$ cat src/rtl/vmf_pkg.sv
// Shared types and constants of the variable-length message FIFO.
// Used by vmf_ctrl, vmf_dp and variable_length_message_fifo_top; depends on nothing.
`default_nettype none

package vmf_pkg;

  // Storage geometry
  localparam int unsigned ENTRIES = 64;
  localparam int unsigned BYTES   = 512;

  // Fixed field widths of the channels
  localparam int unsigned CMD_W    = 2;
  localparam int unsigned DATA_W   = 8;
  localparam int unsigned LEN_W    = 10;
  localparam int unsigned STATUS_W = 2;
  localparam int unsigned COUNT_W  = 7;

  // Internal widths follow from the geometry
  localparam int unsigned BPTR_W = $clog2(BYTES);
  localparam int unsigned USED_W = $clog2(BYTES + 1);
  localparam int unsigned DPTR_W = $clog2(ENTRIES);
  localparam int unsigned CNT_W  = $clog2(ENTRIES + 1);
  localparam int unsigned DESC_W = BPTR_W + LEN_W;
  localparam int unsigned CMP_W  = (USED_W > LEN_W) ? USED_W : LEN_W;

  typedef enum logic [CMD_W-1:0] {
    CMD_WRITE = 2'd0,
    CMD_READ  = 2'd1,
    CMD_QUERY = 2'd2,
    CMD_FLUSH = 2'd3
  } cmd_e;

  typedef enum logic [STATUS_W-1:0] {
    ST_OK      = 2'd0,
    ST_FULL    = 2'd1,
    ST_EMPTY   = 2'd2,
    ST_INVALID = 2'd3
  } status_e;

  typedef enum logic [2:0] {
    S_IDLE,
    S_EXEC,
    S_DESC,
    S_BYTE,
    S_RESP
  } state_e;

  // Controller to datapath
  typedef struct packed {
    logic capture;    // latch the input beat
    logic do_write;   // execute a write byte
    logic do_flush;   // return all pointers and counts to reset
    logic set_ok;     // result: ok with zero read fields
    logic set_empty;  // result: empty
    logic rd_desc;    // fetch the head descriptor
    logic rd_byte;    // fetch the byte at the read pointer
    logic load_head;  // take the fetched descriptor, fetch its first byte
    logic rd_finish;  // take the fetched byte and advance the reader
    logic out_load;   // move the result into the output register
  } ctrl_cmd_t;

  // Datapath to controller
  typedef struct packed {
    cmd_e cmd;       // latched command
    logic rd_empty;  // no message in progress and none stored
    logic rd_idle;   // reader not inside a message
    logic out_free;  // output register can take a result this cycle
  } dp_stat_t;

endpackage

`default_nettype wire

$ cat src/rtl/vmf_ctrl.sv
// Sequencer of the message FIFO: steps each accepted beat through execute,
// memory fetches and result hand-off. Depends on vmf_pkg.
`default_nettype none

module vmf_ctrl
  import vmf_pkg::*;
(
  input  wire logic      clk_i,
  input  wire logic      rst_ni,
  input  wire logic      in_valid_i,
  output logic           in_ready_o,
  input  wire dp_stat_t  stat_i,
  output ctrl_cmd_t      cmd_o
);

  state_e state_q, state_d;

  // State register
  always_ff @(posedge clk_i or negedge rst_ni) begin
    if (!rst_ni) begin
      state_q <= S_IDLE;
    end else begin
      state_q <= state_d;
    end
  end

  // Next state and commands
  always_comb begin
    state_d    = state_q;
    cmd_o      = '0;
    in_ready_o = 1'b0;
    unique case (state_q)
      S_IDLE: begin
        in_ready_o = 1'b1;
        if (in_valid_i) begin
          cmd_o.capture = 1'b1;
          state_d       = S_EXEC;
        end
      end
      S_EXEC: begin
        unique case (stat_i.cmd)
          CMD_WRITE: begin
            cmd_o.do_write = 1'b1;
            state_d        = S_RESP;
          end
          CMD_READ: begin
            if (stat_i.rd_empty) begin
              cmd_o.set_empty = 1'b1;
              state_d         = S_RESP;
            end else if (stat_i.rd_idle) begin
              cmd_o.rd_desc = 1'b1;
              state_d       = S_DESC;
            end else begin
              cmd_o.rd_byte = 1'b1;
              state_d       = S_BYTE;
            end
          end
          CMD_QUERY: begin
            cmd_o.set_ok = 1'b1;
            state_d      = S_RESP;
          end
          CMD_FLUSH: begin
            cmd_o.do_flush = 1'b1;
            cmd_o.set_ok   = 1'b1;
            state_d        = S_RESP;
          end
          default: state_d = S_RESP;
        endcase
      end
      S_DESC: begin
        cmd_o.load_head = 1'b1;
        state_d         = S_BYTE;
      end
      S_BYTE: begin
        cmd_o.rd_finish = 1'b1;
        state_d         = S_RESP;
      end
      S_RESP: begin
        // hold until the output register is free
        if (stat_i.out_free) begin
          cmd_o.out_load = 1'b1;
          state_d        = S_IDLE;
        end
      end
      default: state_d = S_IDLE;
    endcase
  end

endmodule

`default_nettype wire

$ cat config.mk
export PLATFORM = sky130hd
export DESIGN_NAME = vmf_ctrl
export DESIGN_NICKNAME = d
export VERILOG_FILES = /design/src/rtl/vmf_pkg.sv /design/src/rtl/vmf_ctrl.sv
export SDC_FILE = /design/constraint.sdc
export NUM_CORES = 1
export LEC_CHECK = 0
export BUFFER_PORTS_ARGS = -buffer_cell sky130_fd_sc_hd__buf_4
export CAP_MARGIN = 30
export CORE_AREA = 8 8 45 47
export CTS_BUF_LIST = sky130_fd_sc_hd__clkbuf_4
export CTS_CLUSTER_SIZE = 40
export DETAILED_ROUTE_END_ITERATION = 6
export DIE_AREA = 0 0 53 55
export GPL_ROUTABILITY_DRIVEN = 0
export MAX_ROUTING_LAYER = met4
export PLACE_DENSITY_LB_ADDON = 0.25
export SKIP_CTS_REPAIR_TIMING = 1
export SKIP_LAST_GASP = 1
export SYNTH_ARGS = -nofsm -noshare
export SYNTH_HDL_FRONTEND = slang
export SYNTH_SLANG_ARGS = --single-unit
$ cat constraint.sdc
create_clock -name clk_i -period 4.66 [get_ports clk_i]
set_clock_uncertainty 0.05 [all_clocks]
set_input_delay 1.398 -clock clk_i [delete_from_list [all_inputs] [get_ports clk_i]]
set_output_delay 1.398 -clock clk_i [all_outputs]
set_load 0.02 [all_outputs]
## After elaboration in Yosys (flattened, before gate mapping)

Index checks and enable logic that the tools add are counted.

| word-level totals | value |
|---|---|
| logic and storage cells | 37 |
| output and inout bits | 11 |
| register bits after elaboration | 3 |
| input port bits | 8 |

| cells by class | value |
|---|---|
| multiplexer cells | 22 |
| reductions and logical operators | 5 |
| eq/ne operators | 9 |

Operators by type and width:

| operator | number |
|---|---|
| 3-bit case mux with 5 select lines | 1 |
| 1-bit two-way mux | 14 |
| 3-bit two-way mux | 4 |
| 3-bit by 2-bit equality test with 1-bit output (second input constant) | 2 |
| 6-bit two-way mux | 1 |
| 3-bit case mux with 2 select lines | 1 |
| 2-bit equality test (second input constant) | 2 |
| 2-bit != test (second input constant) | 2 |
| 3-bit by 1-bit equality test with 1-bit output (second input constant) | 1 |
| 3-bit equality test (second input constant) | 1 |
| 3-bit zero test | 1 |
| 3-bit OR reduction | 1 |
| 2-bit by 1-bit equality test with 1-bit output (second input constant) | 1 |
| 2-bit zero test | 1 |
| 2-bit two-way mux | 1 |
| 2-bit AND reduction | 1 |
| 2-bit OR reduction | 1 |

## Depth between registers and ports, before layout

| depth | value |
|---|---|
| depth after elaboration | 4 |
| gate-level depth with buffers | 3 |
| depth with buffers taken out | 3 |

## Worst setup path after synthesis

Ideal clock, no wire load.

| timing path | value |
|---|---|
| path type | input -> output |
| start | input stat_i[4] in the netlist's numbering |
| end | output cmd_o[4] in the netlist's numbering |
| path slack | 1.012 ns |
| path buffers | 0 |
| stages | 3 |
| data required time | 3.212 ns |
| data arrival time | 2.200 ns |
| cells stage by stage | nand2b_1 > or3_4 > nor2_1 |

RTL lines:

| item | RTL line | text |
|---|---|---|
| from (decl) | vmf_ctrl.sv:12 | `input wire dp_stat_t stat_i,` |
| to (decl) | vmf_ctrl.sv:13 | `output ctrl_cmd_t cmd_o` |

==> results.yml <==
cts:
  cts_max_level: 1
  cts_tree: "built"
  cts_buffer_depth: 2
  cts_root_buffer: "clkbuf_4"
  worst_skew_pair.late_latency_ns: 0.23
  cts.sinks: 3
  cts.clk_slew.worst_paths_ns: 0.04
  cts-buffers-inserted: 3
die:
  start_util: 0.165
  io_pins: 19
  row_count: 14
  coreArea_sq_mm: 0.00138
  dieWidth_microns: 53
  die_area_sq_mm: 0.00292
  die_height_microns: 55
synthesis:
  yosys_warnings: 0
  syn_nets: 38
  synthDistinctLibCells: 15
  seq_area_frac_synth: 0.330
  synth_area_sq_um: 228
  synth_area_per_cell_sq_um: 7.59
  syn_inst: 30
  synth-seq-cells: 3
status:
  outcome: "complete, no violations"
critical_path:
  criticalPathCategory: "input port to output port"
  reg2regPathDepth: 3
  cp_max_fo: 4
  cp-endpoint: "cmd_o[4]"
  r2r-end: "state_q[0]"
  critPathLaunchType: "input port"
  cp-end-kind: "output port"
  startpoint: "stat_i[4]"
  r2r_slack_ns: 3.16
  worstReg2RegStart: "state_q[1]"
  cp.arrival_ns: 2.29
  worstPathRequired_ns: 3.21
power:
  pwr-share-clk: 0.256
  power_switching_mw: 0.0817
  peakVddDrop_mv: 0.125
  intPower_mw: 0.121
  p_leak_nw: 0.218
  p_per_area_mw_per_mm2: 491
  p_seq_frac: 0.239
  p_sw_frac: 0.403
  power_frac_comb: 0.505
sta:
  rsz0062_at_grt: "no"
  slew_headroom: 0.822
  fin_crit_sh: 0.802
  finalHoldViolations: 0
  timing.fmax_mhz: 268
  timing.setup.tns_ns: 0
  finalCriticalPeriod_ns: 3.74
  setup_viol: 0
  tightest_slew_ns: 0.264
  slew_viol_final: 0
finish:
  diodes: 0
  area_delta_synth_final_pct: 81.3
  fillers: 166
  regMostFlops: "state_q"
  final-instance-count-excl-fill: 68
  drive_gt1_frac: 0.481
  final_common_cell: "buf_4"
  reg_top3: "state_q (3)"
  largest_reg_flops: 3
  mostFrequentLayoutCells: "buf_4 (18), nor2_1 (5), nor3_1 (5), clkbuf_4 (4)"
  final_nets: 61
global_route:
  grt_antenna_before_repair: 0
  grt_max_degree: 8
  grt_overflow_total: 0
  grt_pass1_wl_microns: 1220
  grt_use_total: 0.0609
  grt_pass1_vias: 293
drt:
  routedWlPerCell_microns: 10.8
  via_per_inst: 4.28
  drt_iter0_drc: 1
  vias: 291
  wl_microns: 737
  first_pass_iters: 2
  drtAntennaViolNets: 0
  drcViolationCount: 0
worst_hold_path:
  hold_depth: 2
  worstHoldPathType: "flip-flop to flip-flop"
place:
  placed_cells: 64
  hpwlAfterDp_microns: 615
  port-buffer-count: 18
job:
  cap_viol_max_count: 0
## power by group through the flow
stage               Clock [mW]  Sequential (mW)  Combinational (mW)
CTS                     0.0544           0.0485               0.104
floorplan                    0           0.0449              0.0642
global placement             0           0.0494               0.103
global route            0.0576           0.0521               0.112
finish                  0.0519           0.0485               0.102
detailed placement           0           0.0487               0.104
## worst max-delay path: stages
cell	delay, ns
buf_4	0.12
nand2b_1	0.18
or3_4	0.36
nor2_1	0.09
buf_4	0.14
## cell families (layout without fill, tap and decap cells)
family,after synthesis,after routing,share of synthesized area
and+or+nand+nor,21,21,0.533
buffers and inverters,3,25,0.0494
AOI/OAI and AO/OA,3,3,0.0879
DFF,3,3,0.330
## layout make-up
cell class,count,area (sq um),area share
multi-input cells,24,141,0.342
repair buffers,18,135,0.327
clock buffers,4,30.0,0.0727
flip-flops and latches,3,75.1,0.182
inverters,3,11.3,0.0273
well taps,16,20.0,0.0485
## cell usage after synthesis
cell,number,area share
and2_1,2,0.055
and3_1,2,0.055
dfrtp_1,3,0.33
inv_1,3,0.049
nand2_1,1,0.016
nand2b_1,2,0.055
nor2_1,5,0.082
nor3_1,5,0.11
nor4_1,1,0.027
o21ai_0,1,0.022
o21ai_2,1,0.038
o22ai_1,1,0.027
or2b_1,1,0.033
or3_4,1,0.049
or3b_4,1,0.049
## worst min path at each step
stage | end | startpoint | slack, ns
5_1_grt | state_q[2] | state_q[2] | 0.64
6_report | state_q[2] | state_q[2] | 0.57
3_3_place_gp | state_q[2] | state_q[2] | 0.57
4_1_cts | state_q[2] | state_q[2] | 0.57
2_1_floorplan | state_q[2] | state_q[2] | 0.53
3_5_place_dp | state_q[2] | state_q[2] | 0.57
## metal layers
| layer | global-route usage | up-vias | wire length, microns |
|---|---|---|---|
| met1 | 0.0655 | 128 | 313 |
| met2 | 0.0781 | 15 | 303 |
| met5 | - | - | 0 |
| met4 | 0.0517 | 0 | 19 |
| li1 | - | 146 | - |
| met3 | 0.0348 | 2 | 101 |
## stage by stage
step / setup slack (ns) / hold slack (ns) / cell area (sq um) / power, mW / util
5_1_grt: 0.842 / 0.644 / 413 / 0.221 / 0.298
3_3_place_gp: 0.930 / 0.575 / 383 / 0.153 / 0.277
3_5_place_dp: 0.918 / 0.567 / 383 / 0.153 / 0.277
2_1_floorplan: 1.01 / 0.525 / 228 / 0.109 / -
6_report: 0.923 / 0.568 / 413 / 0.203 / 0.298
4_1_cts: 0.918 / 0.572 / 413 / 0.207 / 0.298
(Power assumes the default switching activity.)
